==> config.mk <==
export PLATFORM = sky130hd
export DESIGN_NAME = sleep_stage_classifier
export DESIGN_NICKNAME = d
export VERILOG_FILES = /design/src/sv/ssc_pkg.sv /design/src/sv/sleep_stage_classifier.sv /design/src/sv/ssc_detect.sv
export SDC_FILE = /design/constraint.sdc
export NUM_CORES = 2
export LEC_CHECK = 0
export BUFFER_PORTS_ARGS = -buffer_cell sky130_fd_sc_hd__buf_2
export CORE_AREA = 2 2 335 337
export CTS_BUF_LIST = sky130_fd_sc_hd__clkbuf_4
export CTS_CLUSTER_DIAMETER = 80
export DETAILED_ROUTE_END_ITERATION = 8
export DIE_AREA = 0 0 337 339
export PLACE_DENSITY = 0.69
export SLEW_MARGIN = 20
export SYNTH_ARGS = -nofsm -noshare
export SYNTH_HDL_FRONTEND = slang
export SYNTH_SLANG_ARGS = --single-unit
==> constraint.sdc <==
create_clock -name clk -period 35.2 [get_ports clk]
set_clock_uncertainty 0.2 [all_clocks]
set_input_delay 0 -clock clk [delete_from_list [all_inputs] [get_ports clk]]
set_output_delay 0 -clock clk [all_outputs]
set_load 0.005 [all_outputs]
==> src/sv/ssc_pkg.sv <==
// ----------------------------------------------------------------------------
// ssc_pkg: shared types, constants and helpers of the sleep stage classifier
// Fixed-point constants, register indexes, status and stage codes.
// ----------------------------------------------------------------------------
`default_nettype none

package ssc_pkg;

  localparam int NUM_STAGES = 5;
  localparam int STAGE_W    = 3;

  // configuration register indexes
  localparam logic [2:0] REG_POP_PRESENT  = 3'd0;
  localparam logic [2:0] REG_SPINDLE_THR  = 3'd1;
  localparam logic [2:0] REG_SLOW_THR     = 3'd2;
  localparam logic [2:0] REG_VAR_THR      = 3'd3;
  localparam logic [2:0] REG_INTERVAL     = 3'd4;

  // result status codes
  localparam logic [1:0] ST_UPDATED  = 2'd0;
  localparam logic [1:0] ST_TOO_SOON = 2'd1;
  localparam logic [1:0] ST_NO_POP   = 2'd2;

  // stage codes
  localparam logic [STAGE_W-1:0] STG_WAKE  = 3'd0;
  localparam logic [STAGE_W-1:0] STG_NREM1 = 3'd1;
  localparam logic [STAGE_W-1:0] STG_NREM2 = 3'd2;
  localparam logic [STAGE_W-1:0] STG_NREM3 = 3'd3;
  localparam logic [STAGE_W-1:0] STG_REM   = 3'd4;

  // fixed-point constants
  localparam logic [15:0] ONE_Q15    = 16'd32768;
  localparam logic [15:0] HALF_Q15   = 16'd16384;
  localparam logic [14:0] DECAY_Q15  = 15'd31130;  // 0.95
  localparam logic [15:0] STEP_Q15   = 16'd328;    // 0.01
  localparam logic [23:0] RATE_LO    = 24'd2560;   // 10 Hz
  localparam logic [23:0] RATE_HI    = 24'd12800;  // 50 Hz
  localparam logic [23:0] RATE_NREM1 = 24'd5120;   // 20 Hz

  // reset values of the configuration
  localparam logic [15:0] SPINDLE_THR_RST = 16'd19661;
  localparam logic [15:0] SLOW_THR_RST    = 16'd22938;
  localparam logic [15:0] VAR_THR_RST     = 16'd13107;
  localparam logic [23:0] INTERVAL_RST    = 24'd25600;

  // per-item detection flags, worked out from the registered item
  typedef struct packed {
    logic spindle;
    logic slow_wave;
    logic rem;
    logic low_rate;
  } det_t;

  function automatic logic [15:0] rem_decay(input logic [15:0] x);
    logic [30:0] prod;
    prod = x * DECAY_Q15;
    return prod[30:15];
  endfunction

  function automatic logic [31:0] sat_inc32(input logic [31:0] a);
    return (a == '1) ? a : a + 32'd1;
  endfunction

  function automatic logic [31:0] sat_add32(input logic [31:0] a, input logic [23:0] b);
    logic [32:0] s;
    s = {1'b0, a} + {9'd0, b};
    return s[32] ? '1 : s[31:0];
  endfunction

  function automatic logic [39:0] sat_add40(input logic [39:0] a, input logic [23:0] b);
    logic [40:0] s;
    s = {1'b0, a} + {17'd0, b};
    return s[40] ? '1 : s[39:0];
  endfunction

endpackage

`default_nettype wire

==> src/sv/sleep_stage_classifier.sv <==
// ----------------------------------------------------------------------------
// sleep_stage_classifier: streaming sleep stage classifier
// Detects spindles, slow waves and REM, classifies the stage, keeps stats.
// ----------------------------------------------------------------------------
// The block takes one update transaction per clock while the output is
// not stalled and returns one result transaction for each. The accepted
// item lands in the input register, then the result register loads from it
// and presents the result transaction. Threshold compares (including the
// synchrony square), the stage decision, counters and time accumulators are
// all worked out combinationally from the input register. The only loop
// that bounds the rate is the state update, so the sustained rate is one
// item per cycle while the output is not stalled. A stalled result holds in
// the output register while one more item waits in the input register.
// Skipped updates (too soon, no population) report the state unchanged.
// Configuration must only be written while no transaction is in flight.
// ----------------------------------------------------------------------------
`default_nettype none

module sleep_stage_classifier
  import ssc_pkg::*;
(
  input  wire logic         clk,
  input  wire logic         rst,
  // config write port
  input  wire logic         cfg_write,
  input  wire logic [2:0]   cfg_index,
  input  wire logic [23:0]  cfg_data,
  // input stream
  input  wire logic         s_tvalid,
  output logic              s_tready,
  // s_tdata, low bit up: synchrony[15:0], population_rate[39:16],
  // elapsed_ms[63:40]
  input  wire logic [63:0]  s_tdata,
  // output stream
  output logic              m_tvalid,
  input  wire logic         m_tready,
  // m_tdata, low bit up: stage[2:0], spindle_hit[3], slow_hit[4],
  // rem_level[20:5], spindle_total[52:21], slow_wave_total[84:53],
  // stage_time[116:85], stage_sum_time[156:117], consolidation[172:157],
  // run_time[212:173], update_total[244:213], zero pad[247:245]
  output logic [247:0]      m_tdata,
  // m_tuser: status[1:0]
  output logic [1:0]        m_tuser
);

  // configuration
  logic        population_present;
  logic [15:0] spindle_threshold;
  logic [15:0] sw_threshold;
  logic [15:0] variability_threshold;
  logic [23:0] update_interval;

  always_ff @(posedge clk) begin
    if (rst) begin
      population_present    <= 1'b0;
      spindle_threshold     <= SPINDLE_THR_RST;
      sw_threshold          <= SLOW_THR_RST;
      variability_threshold <= VAR_THR_RST;
      update_interval       <= INTERVAL_RST;
    end else if (cfg_write) begin
      unique case (cfg_index)
        REG_POP_PRESENT: population_present    <= cfg_data[0];
        REG_SPINDLE_THR: spindle_threshold     <= cfg_data[15:0];
        REG_SLOW_THR:    sw_threshold          <= cfg_data[15:0];
        REG_VAR_THR:     variability_threshold <= cfg_data[15:0];
        REG_INTERVAL:    update_interval       <= cfg_data;
        default: ;  // unknown index: ignored
      endcase
    end
  end

  // handshake: the update stage moves when the result register is free or being read
  logic in_valid;
  logic out_valid;
  logic advance;
  logic fire;

  assign advance  = !out_valid || m_tready;
  assign s_tready = !in_valid || advance;
  assign fire     = in_valid && advance;
  assign m_tvalid = out_valid;

  // input register: raw fields of the accepted update
  logic [15:0] in_sync;
  logic [23:0] in_rate;
  logic [23:0] in_dt;

  always_ff @(posedge clk) begin
    if (rst) begin
      in_valid <= 1'b0;
    end else if (s_tready) begin
      in_valid <= s_tvalid;
    end
  end

  always_ff @(posedge clk) begin
    if (s_tvalid && s_tready) begin
      in_sync <= s_tdata[15:0];
      in_rate <= s_tdata[39:16];
      in_dt   <= s_tdata[63:40];
    end
  end

  // detection on the registered item
  det_t in_det;

  ssc_detect u_detect (
    .synchrony             (in_sync),
    .population_rate       (in_rate),
    .spindle_threshold     (spindle_threshold),
    .sw_threshold          (sw_threshold),
    .variability_threshold (variability_threshold),
    .det                   (in_det)
  );

  // classifier state
  logic [STAGE_W-1:0] current_stage;
  logic               time_started;
  logic [15:0]        rem_act;
  logic [15:0]        rem_decayed;   // always rem_decay(rem_act)
  logic               spindle_flag;
  logic               slow_wave_flag;
  logic [31:0]        spindle_counter;
  logic [31:0]        slow_wave_counter;
  logic [31:0]        run_duration;
  logic [39:0]        per_stage_time [NUM_STAGES];
  logic [15:0]        progress;
  logic [39:0]        elapsed_sum;
  logic [31:0]        update_counter;

  logic [1:0]         status;
  logic               upd;
  logic [STAGE_W-1:0] stage_new;
  logic [STAGE_W-1:0] current_stage_next;
  logic               time_started_next;
  logic [15:0]        rem_act_next;
  logic [15:0]        rem_decayed_next;
  logic               spindle_flag_next;
  logic               slow_wave_flag_next;
  logic [31:0]        spindle_counter_next;
  logic [31:0]        slow_wave_counter_next;
  logic [31:0]        run_duration_next;
  logic [39:0]        pst_rd;
  logic [39:0]        pst_next;
  logic [15:0]        prog_sum;
  logic [15:0]        progress_next;
  logic [39:0]        elapsed_sum_next;
  logic [31:0]        update_counter_next;

  always_comb begin
    // too-soon test comes before the population test
    priority if (time_started && (in_dt < update_interval)) begin
      status = ST_TOO_SOON;
    end else if (!population_present) begin
      status = ST_NO_POP;
    end else begin
      status = ST_UPDATED;
    end
    upd = (status == ST_UPDATED);

    // REM activity: reload on REM, else decay (precomputed at the previous update)
    rem_act_next     = rem_act;
    rem_decayed_next = rem_decayed;
    if (upd) begin
      rem_act_next     = in_det.rem ? ONE_Q15 : rem_decayed;
      rem_decayed_next = in_det.rem ? {1'b0, DECAY_Q15} : rem_decay(rem_decayed);
    end

    priority if (rem_act_next > HALF_Q15) begin
      stage_new = STG_REM;
    end else if (in_det.slow_wave) begin
      stage_new = STG_NREM3;
    end else if (in_det.spindle) begin
      stage_new = STG_NREM2;
    end else if (in_det.low_rate) begin
      stage_new = STG_NREM1;
    end else begin
      stage_new = STG_WAKE;
    end

    current_stage_next     = upd ? stage_new : current_stage;
    spindle_flag_next      = upd ? in_det.spindle : spindle_flag;
    slow_wave_flag_next    = upd ? in_det.slow_wave : slow_wave_flag;
    spindle_counter_next   = (upd && in_det.spindle) ? sat_inc32(spindle_counter)
                                                     : spindle_counter;
    slow_wave_counter_next = (upd && in_det.slow_wave) ? sat_inc32(slow_wave_counter)
                                                       : slow_wave_counter;
    run_duration_next = run_duration;
    if (upd) begin
      run_duration_next = (stage_new == current_stage) ? sat_add32(run_duration, in_dt)
                                                       : 32'd0;
    end

    // single read port on the per-stage times, at the stage shown
    pst_rd   = per_stage_time[current_stage_next];
    pst_next = upd ? sat_add40(pst_rd, in_dt) : pst_rd;

    prog_sum      = progress + STEP_Q15;
    progress_next = progress;
    if (upd && ((stage_new == STG_NREM2) || (stage_new == STG_NREM3))) begin
      progress_next = (prog_sum > ONE_Q15) ? ONE_Q15 : prog_sum;
    end

    update_counter_next = upd ? sat_inc32(update_counter) : update_counter;
    elapsed_sum_next    = upd ? sat_add40(elapsed_sum, in_dt) : elapsed_sum;
    time_started_next   = time_started || (upd && (in_dt != 24'd0));
  end

  always_ff @(posedge clk) begin
    if (rst) begin
      current_stage     <= STG_WAKE;
      time_started      <= 1'b0;
      rem_act           <= 16'd0;
      rem_decayed       <= 16'd0;
      spindle_flag      <= 1'b0;
      slow_wave_flag    <= 1'b0;
      spindle_counter   <= 32'd0;
      slow_wave_counter <= 32'd0;
      run_duration      <= 32'd0;
      progress          <= 16'd0;
      elapsed_sum       <= 40'd0;
      update_counter    <= 32'd0;
      for (int i = 0; i < NUM_STAGES; i++) begin
        per_stage_time[i] <= 40'd0;
      end
    end else if (fire) begin
      current_stage     <= current_stage_next;
      time_started      <= time_started_next;
      rem_act           <= rem_act_next;
      rem_decayed       <= rem_decayed_next;
      spindle_flag      <= spindle_flag_next;
      slow_wave_flag    <= slow_wave_flag_next;
      spindle_counter   <= spindle_counter_next;
      slow_wave_counter <= slow_wave_counter_next;
      run_duration      <= run_duration_next;
      progress          <= progress_next;
      elapsed_sum       <= elapsed_sum_next;
      update_counter    <= update_counter_next;
      per_stage_time[current_stage_next] <= pst_next;
    end
  end

  // result register
  always_ff @(posedge clk) begin
    if (rst) begin
      out_valid <= 1'b0;
    end else if (fire) begin
      out_valid <= 1'b1;
    end else if (m_tready) begin
      out_valid <= 1'b0;
    end
  end

  always_ff @(posedge clk) begin
    if (fire) begin
      m_tuser <= status;
      m_tdata <= {3'd0, update_counter_next, elapsed_sum_next, progress_next,
                  pst_next, run_duration_next, slow_wave_counter_next,
                  spindle_counter_next, rem_act_next, slow_wave_flag_next,
                  spindle_flag_next, current_stage_next};
    end
  end

  // checks
  a_progress_cap: assert property (@(posedge clk) disable iff (rst)
    progress <= ONE_Q15)
    else $error("consolidation progress above one");

  a_decay_track: assert property (@(posedge clk) disable iff (rst)
    rem_decayed == rem_decay(rem_act))
    else $error("precomputed REM decay out of step");

  a_started_time: assert property (@(posedge clk) disable iff (rst)
    time_started |-> (elapsed_sum != 40'd0))
    else $error("time started with no accumulated time");

  a_run_clear: assert property (@(posedge clk) disable iff (rst)
    (fire && upd && (stage_new != current_stage)) |=> (run_duration == 32'd0))
    else $error("stage run time not cleared on stage change");

  a_skip_hold: assert property (@(posedge clk) disable iff (rst)
    (fire && !upd) |=> $stable(update_counter) && $stable(current_stage))
    else $error("skipped update changed the state");

endmodule

`default_nettype wire

==> src/sv/ssc_detect.sv <==
// ----------------------------------------------------------------------------
// ssc_detect: spindle, slow wave and REM detection
// Compares one item's synchrony and rate against the configured thresholds and fixed rate bounds.
// ----------------------------------------------------------------------------
`default_nettype none

module ssc_detect
  import ssc_pkg::*;
(
  input  wire logic [15:0] synchrony,
  input  wire logic [23:0] population_rate,
  input  wire logic [15:0] spindle_threshold,
  input  wire logic [15:0] sw_threshold,
  input  wire logic [15:0] variability_threshold,
  output det_t             det
);

  logic [31:0]        sync_sq;
  logic signed [17:0] var2;
  logic signed [17:0] var_lim;

  always_comb begin
    sync_sq = synchrony * synchrony;
    // 1 - sync, may go negative when synchrony is above one
    var2    = $signed({2'b00, ONE_Q15}) - $signed({2'b00, synchrony});
    var_lim = $signed({1'b0, variability_threshold, 1'b0});

    det.spindle   = sync_sq >= {1'b0, spindle_threshold, 15'd0};
    det.slow_wave = synchrony >= sw_threshold;
    det.rem       = (var2 >= var_lim) && (population_rate >= RATE_LO) &&
                    (population_rate <= RATE_HI);
    det.low_rate  = population_rate < RATE_NREM1;
  end

endmodule

`default_nettype wire
# Word level (Yosys, flattened, before mapping)
# Memory sizes are Yosys's and may differ from the RTL's.
# Cells that the tools add are included.
# W data, S select, Z words.
[word_totals]
out_inout_bits = 252
mem_count = 1
in_bits = 96
mem_bits_rw = 200
ff_bits = 608
[classes]
add_sub_neg = 8
order_cmp = 9
reduce_logical = 26
eq_ne = 10
n_mul = 2
mux = 37
[memory_table]
columns = ["name", "words", "word_bits", "rd", "rd_ports_with_merged_regs", "write_ports", "line_no", "text"]
rows = [
  ["per_stage_time", 5, 40, 1, 0, 5, "sleep_stage_classifier.sv:126", "logic [39:0] per_stage_time [NUM_STAGES];"],
]
[ops]
columns = ["op", "n"]
rows = [
  ["$mux W32", 9],
  ["$mux W40", 5],
  ["$add A32 B1 Y32 const B", 3],
  ["$eq A32 B32 Y1 const B", 3],
  ["$add A40 B24 Y41", 2],
  ["$mux W16", 5],
  ["$reduce_or A40 Y1", 1],
  ["$add A32 B24 Y33", 1],
  ["$ge A32 B31 Y1", 1],
  ["$mul A16 B16 Y32", 1],
  ["$mul A16 B14 Y30 const B", 1],
  ["$ge A24 B12 Y1 const B", 1],
  ["$le A24 B14 Y1 const B", 1],
  ["$lt A24 B13 Y1 const B", 1],
  ["$lt A24 B24 Y1", 1],
  ["$reduce_bool A24 Y1", 1],
  ["$ge A18 B18 Y1", 1],
  ["$sub A16 B16 Y17 const A", 1],
  ["$add A16 B9 Y16 const B", 1],
  ["$ge A16 B16 Y1", 1],
  ["$gt A16 B15 Y1 const B", 1],
  ["$gt A16 B16 Y1 const B", 1],
  ["$eq A3 B2 Y1 const B", 4],
  ["$reduce_and A2 Y1", 6],
  ["other kinds (12)", 39],
]

# Depth between registers and ports, before layout
# An unclocked memory read counts as a cell.
[logic_depth]
depth_word = 14
mapped_depth = 69
depth_no_buf = 61

# Modules after synthesis
# From an unflattened synthesis, not the netlist that was laid out.
[unflattened]
cells_unflattened = 5475
area_unflattened_um2 = 55295.5
[modules_own_cells]
columns = ["mod", "n_inst", "area_each_um2", "cells_per_inst", "seq_area_each_um2"]
rows = [
  ["sleep_stage_classifier", 1, 46472.1, 4430, 24893.9],
  ["ssc_detect", 1, 8823.5, 1045, 0.0],
]

# Worst setup path before layout
# No wires, ideal clock.
[synth_timing]
path_kind = "reg2reg"
start = "register in_sync[4]"
end = "register m_tdata[156], data pin"
synth_period_minus_slack_ns = 13.658
n_path_buf = 6
slack_ns = 21.542
t_arrival_ns = 13.176
setup_time_ns = 0.282
stages_incl_launch_ff = 62
path_cell_list = "edfxtp_1 clkbuf_1 buf_1 nand2_1 fa_1 fa_1 inv_1 fa_1 fa_1 fa_1 inv_1 fa_1 inv_1 ha_1 and4_1 and2_1 a211o_1 a21oi_1 [26 not listed] nand3_1 inv_1 ha_1 a211oi_1 nor2_1 o221ai_1 a22oi_1 a221o_1 a21o_1 a21oi_1 o2111ai_1 o211a_1 o41ai_1 inv_1 nand4_1 nor2_1 xnor2_1 nand2_1"
[synth_via]
elab_chain_len = 13
elab_cells_between_ends = 18
[synth_rtl]
columns = ["item", "line_no", "text"]
rows = [
  ["from (decl)", "sleep_stage_classifier.sv:84", "logic [15:0] in_sync;"],
  ["from (signal assigned)", "sleep_stage_classifier.sv:98", "in_sync <= s_tdata[15:0];"],
  ["parallel branches: the longest is 7 deep, another holds $mul A16 B16 Y32", "n/a", ""],
  ["$mux W3 *", "sleep_stage_classifier.sv:169", "priority if (rem_act_next > HALF_Q15) begin"],
  ["$mux W3 *", "sleep_stage_classifier.sv:181", "current_stage_next = upd ? stage_new : current_stage;"],
  ["$mem_v2 Z5 W40 *", "n/a", ""],
  ["$add A40 B24 Y41", "ssc_pkg.sv:72", "s = {1'b0, a} + {17'd0, b};"],
  ["$mux W40", "ssc_pkg.sv:73", "return s[40] ? '1 : s[39:0];"],
  ["$mux W40 *", "sleep_stage_classifier.sv:196", "pst_next = upd ? sat_add40(pst_rd, in_dt) : pst_rd;"],
  ["named net pst_next[39]", "sleep_stage_classifier.sv:144", "logic [39:0] pst_next;"],
  ["to (signal assigned)", "sleep_stage_classifier.sv:257", "m_tdata <= {3'd0, update_counter_next, elapsed_sum_next, progress_next,"],
  ["to (decl)", "sleep_stage_classifier.sv:41", "output logic [247:0] m_tdata,"],
]
# Mark *: on every way through the listed nets, which the timed path passes.
# A chain may end at the register's enable or synchronous reset.

# Worst setup path after layout
[layout_timing]
start = "register in_sync[1]"
end = "register m_tdata[129], data pin"
# Same word-level chain as after synthesis.

==> results.sh <==
export IMPL_die_area_um2=114000
export IMPL_timing_max_slew_rel_slack_pct=20.9
export IMPL_synthToLayoutAreaGrowth_pct=16.8
export IMPL_worstSetupStartpointType="register"
export IMPL_top_level_ports=348
export IMPL_timing_worst_setup_path_type="reg -> reg"
export IMPL_synth_lib_cells_used_distinct=92
export IMPL_maximum_fanout_along_the_worst_path=58
export IMPL_dr_first_iter_drc_count=3601
export IMPL_grt_util_all_layers_pct=28.3
export IMPL_timing_critical_path_from="in_sync[1]"
export IMPL_drt_pass1_iter_count=8
export IMPL_clock_tree_root_cell="sky130_fd_sc_hd__clkbuf_4"
export IMPL_rsz0062_at_grt="false"
export IMPL_cts_max_level=4
export IMPL_setup_violators_final=0
export IMPL_p_leak_nw=27.1
export IMPL_cts_tree="built"
export IMPL_placement_rows=122
export IMPL_antenna_found_initial=17
export IMPL_layout_common_cells="sky130_fd_sc_hd__nand2_1 (674), sky130_fd_sc_hd__edfxtp_1 (631), sky130_fd_sc_hd__nor2_1 (601)"
export IMPL_final_layout_size_suffix_gt1_share_pct=14.2
export IMPL_cp_data_required_time_ns=36.00
export IMPL_worst_ep_arrival_time_ns=17.84
export IMPL_share_of_synthesized_area_occupied_by_flip_flops_and_latches_pct=45.3
export IMPL_hpwl_um=104000
export IMPL_worst_r2r_setup_slack_ns=18.16
export IMPL_max_stage_delay_cell_worst_path="sky130_fd_sc_hd__and2_4"
export IMPL_crit_end_category="register"
export IMPL_worstReg2RegEnd="m_tdata[129]"
export IMPL_die_height_um=339
export IMPL_total_congestion_overflow=0
export IMPL_max_stage_delay_ns=0.74
export IMPL_finalHoldViolations=0
export IMPL_drc_errors=0
export IMPL_placed_cells_incl_taps=7053
export IMPL_synthFlopType="sky130_fd_sc_hd__edfxtp_1"
export IMPL_synth_enable_flop_cells=631
export IMPL_stdcell_count=7805
export IMPL_cpLargestDelayFamily="compound AO/OA/AOI/OAI gates"
export IMPL_wirelength_per_cell_um=20.7
export IMPL_worstSetupEndpoint="m_tdata[129]"
export IMPL_gp_routability_congestion=0.950
export IMPL_clock_insertion_delay_worst_skew_ns=1.19
export IMPL_pwr_density_cell_nw_per_um2=56.4
export IMPL_layout_cell_area_non_filler_um2=64200
export IMPL_first_pass_grt_wire_length_um=248000
export IMPL_number_of_input_and_output_port_buffers_inserted=344
export IMPL_crit_cells=62
export IMPL_fin_crit_ns=17.04
export IMPL_hp_class="in -> reg"
export IMPL_clkSinkCount=928
export IMPL_fin_setup_tns_ns=0
export IMPL_worstReg2RegStart="in_sync[1]"
export IMPL_run_status="completed"
export IMPL_syn_inst=5409
export IMPL_synth_avg_cell_area_um2=10.2
export IMPL_worst_r2r_path_depth=62
export IMPL_final_max_slew_viol_count=0
export IMPL_critical_path_s_most_frequent_cell="sky130_fd_sc_hd__inv_1"
export IMPL_initial_core_util_pct=49.8
export IMPL_share_of_flip_flops_with_an_asynchronous_set_or_reset_after_synthesis_pct=0
export IMPL_grt_pass1_vias=43600
export IMPL_cts_resized=0
export IMPL_routed_wirelength_um=162000
export IMPL_route_vias_total=43900
export IMPL_max_freq_ghz=0.0587
export IMPL_postSynthRegisterBits=928
export IMPL_power_total_mw=3.62
export IMPL_synthesis_area_um2=54900
export IMPL_filler_cell_count=9336
export IMPL_tritoncts_buffer_count=238
export IMPL_worst_slew_pin_slew_ns=1.18
export IMPL_layout_worst_path_cycle_share_pct=48.4
export IMPL_maximum_root_to_sink_buffer_count=3
export IMPL_final_antenna_net_count=0
export IMPL_viasPerCell=5.63
export IMPL_path_clk_slew_ns=0.08
export IMPL_largest_net_degree_at_the_start_of_global_routing=130
export IMPL_drv_cap=0
export IMPL_vdd_ir_drop_worst_mv=0.0924
export IMPL_crit_buf_inv=11
export IMPL_layout_commonest_cell="sky130_fd_sc_hd__nand2_1"
export IMPL_layout_nets=6800
export IMPL_core_um2=110000
export IMPL_chipWidth_um=337
export IMPL_yosys_warnings=0
export IMPL_dpl_instance_area_um2=58100
-- cell usage after synthesis (73+ instances only) --
cell	number	area share, %
sky130_fd_sc_hd__edfxtp_1	631	35
sky130_fd_sc_hd__xor2_1	121	1.9
sky130_fd_sc_hd__o21ai_0	216	2.0
sky130_fd_sc_hd__nor2_1	606	4.1
sky130_fd_sc_hd__and2_1	73	0.83
sky130_fd_sc_hd__nor3_1	75	0.68
sky130_fd_sc_hd__and3_1	81	0.92
sky130_fd_sc_hd__a21oi_1	256	2.3
sky130_fd_sc_hd__ha_1	362	8.2
sky130_fd_sc_hd__nand2_1	674	4.6
sky130_fd_sc_hd__clkbuf_1	213	1.5
sky130_fd_sc_hd__inv_1	443	3.0
sky130_fd_sc_hd__nand3_1	161	1.5
sky130_fd_sc_hd__dfxtp_1	297	11
sky130_fd_sc_hd__fa_1	248	9.0
sky130_fd_sc_hd__xnor2_1	172	2.7
-- tightest hold or removal path, stage by stage --
cell and delay, ns:
sky130_fd_sc_hd__dlygate4sd3_1 0.61, sky130_fd_sc_hd__buf_2 0.17, sky130_fd_sc_hd__and3_1 0.43, sky130_fd_sc_hd__nand2_1 0.18
sky130_fd_sc_hd__a21oi_1 0.06
-- state kept, by name (all words and copies together) (netlist names), 32 cells and up --
name / cells
elapsed_sum: 40
run_duration: 32
per_stage_time: 320
spindle_counter: 32
slow_wave_counter: 32
update_counter: 32
m_tdata: 245
-- where the power goes --
group,internal [mW],switching [mW]
combinational,0.584,0.858
clock,0.476,0.480
sequential,1.20,0.0228
total,2.26,1.36
-- timing repair --
item / in CTS / in global routing
buffers inserted: 0 / 0
hold buffers: 289 / 0
hold endpoints to repair: 856 / 0
-- final cells by class --
cell class	instances	area, um2	area share, %
antenna	11	27.5	0.0429
clock buffer	342	2570	4.00
clock inverter	110	594	0.926
inverter	457	1720	2.69
multi-input combinational	3778	27400	42.7
sequential	928	24900	38.8
tap	1488	1860	2.90
timing repair buffer	691	5090	7.93
-- stage by stage --
| stage | utilization, % | setup slack (ns) | hold WS (ns) |
|---|---|---|---|
| finish | 58.1 | 18.16 | 0.139 |
| global route | 58.1 | 17.20 | 0.148 |
| CTS | 58.1 | 18.46 | 0.0198 |
| detailed placement | 52.6 | 18.57 | -0.0219 |
| global placement | 52.6 | 19.05 | -0.0237 |
| floorplan | - | 21.54 | -0.101 |
-- worst min path at each step --
stage | start | to | slack, ns | cells past startpoint
floorplan | s_tdata[40] | in_dt[0] | -0.10 | 0
global placement | s_tdata[5] | in_sync[5] | -0.02 | 1
detailed placement | s_tdata[58] | in_dt[18] | -0.02 | 1
CTS | cfg_index[0] | variability_threshold[8] | 0.02 | 5
global route | cfg_data[5] | sw_threshold[5] | 0.15 | 5
finish | cfg_write | update_interval[6] | 0.14 | 5
-- cells by family (layout without fill, tap and decap cells) --
group,Yosys count,after routing,synth area share (%)
compound gates,868,868,10.4
xor+xnor,293,293,4.67
fa+ha+maj,610,610,17.3
buf+inv,705,1600,4.96
flops,928,928,45.3
mux,63,63,1.21
other cells,1,14,0.00683
simple gates,1941,1941,16.1
-- layer usage --
layer | global-route usage [%] | share of wire (%) | vias up
met5 | 0 | 0.032 | -
met4 | 14.0 | 4.8 | 8
met3 | 6.60 | 9.1 | 460
met2 | 44.8 | 46 | 2058
met1 | 36.3 | 40 | 21200
li1 | - | - | 20300
No activity file was read; power rests on OpenSTA's default activity.
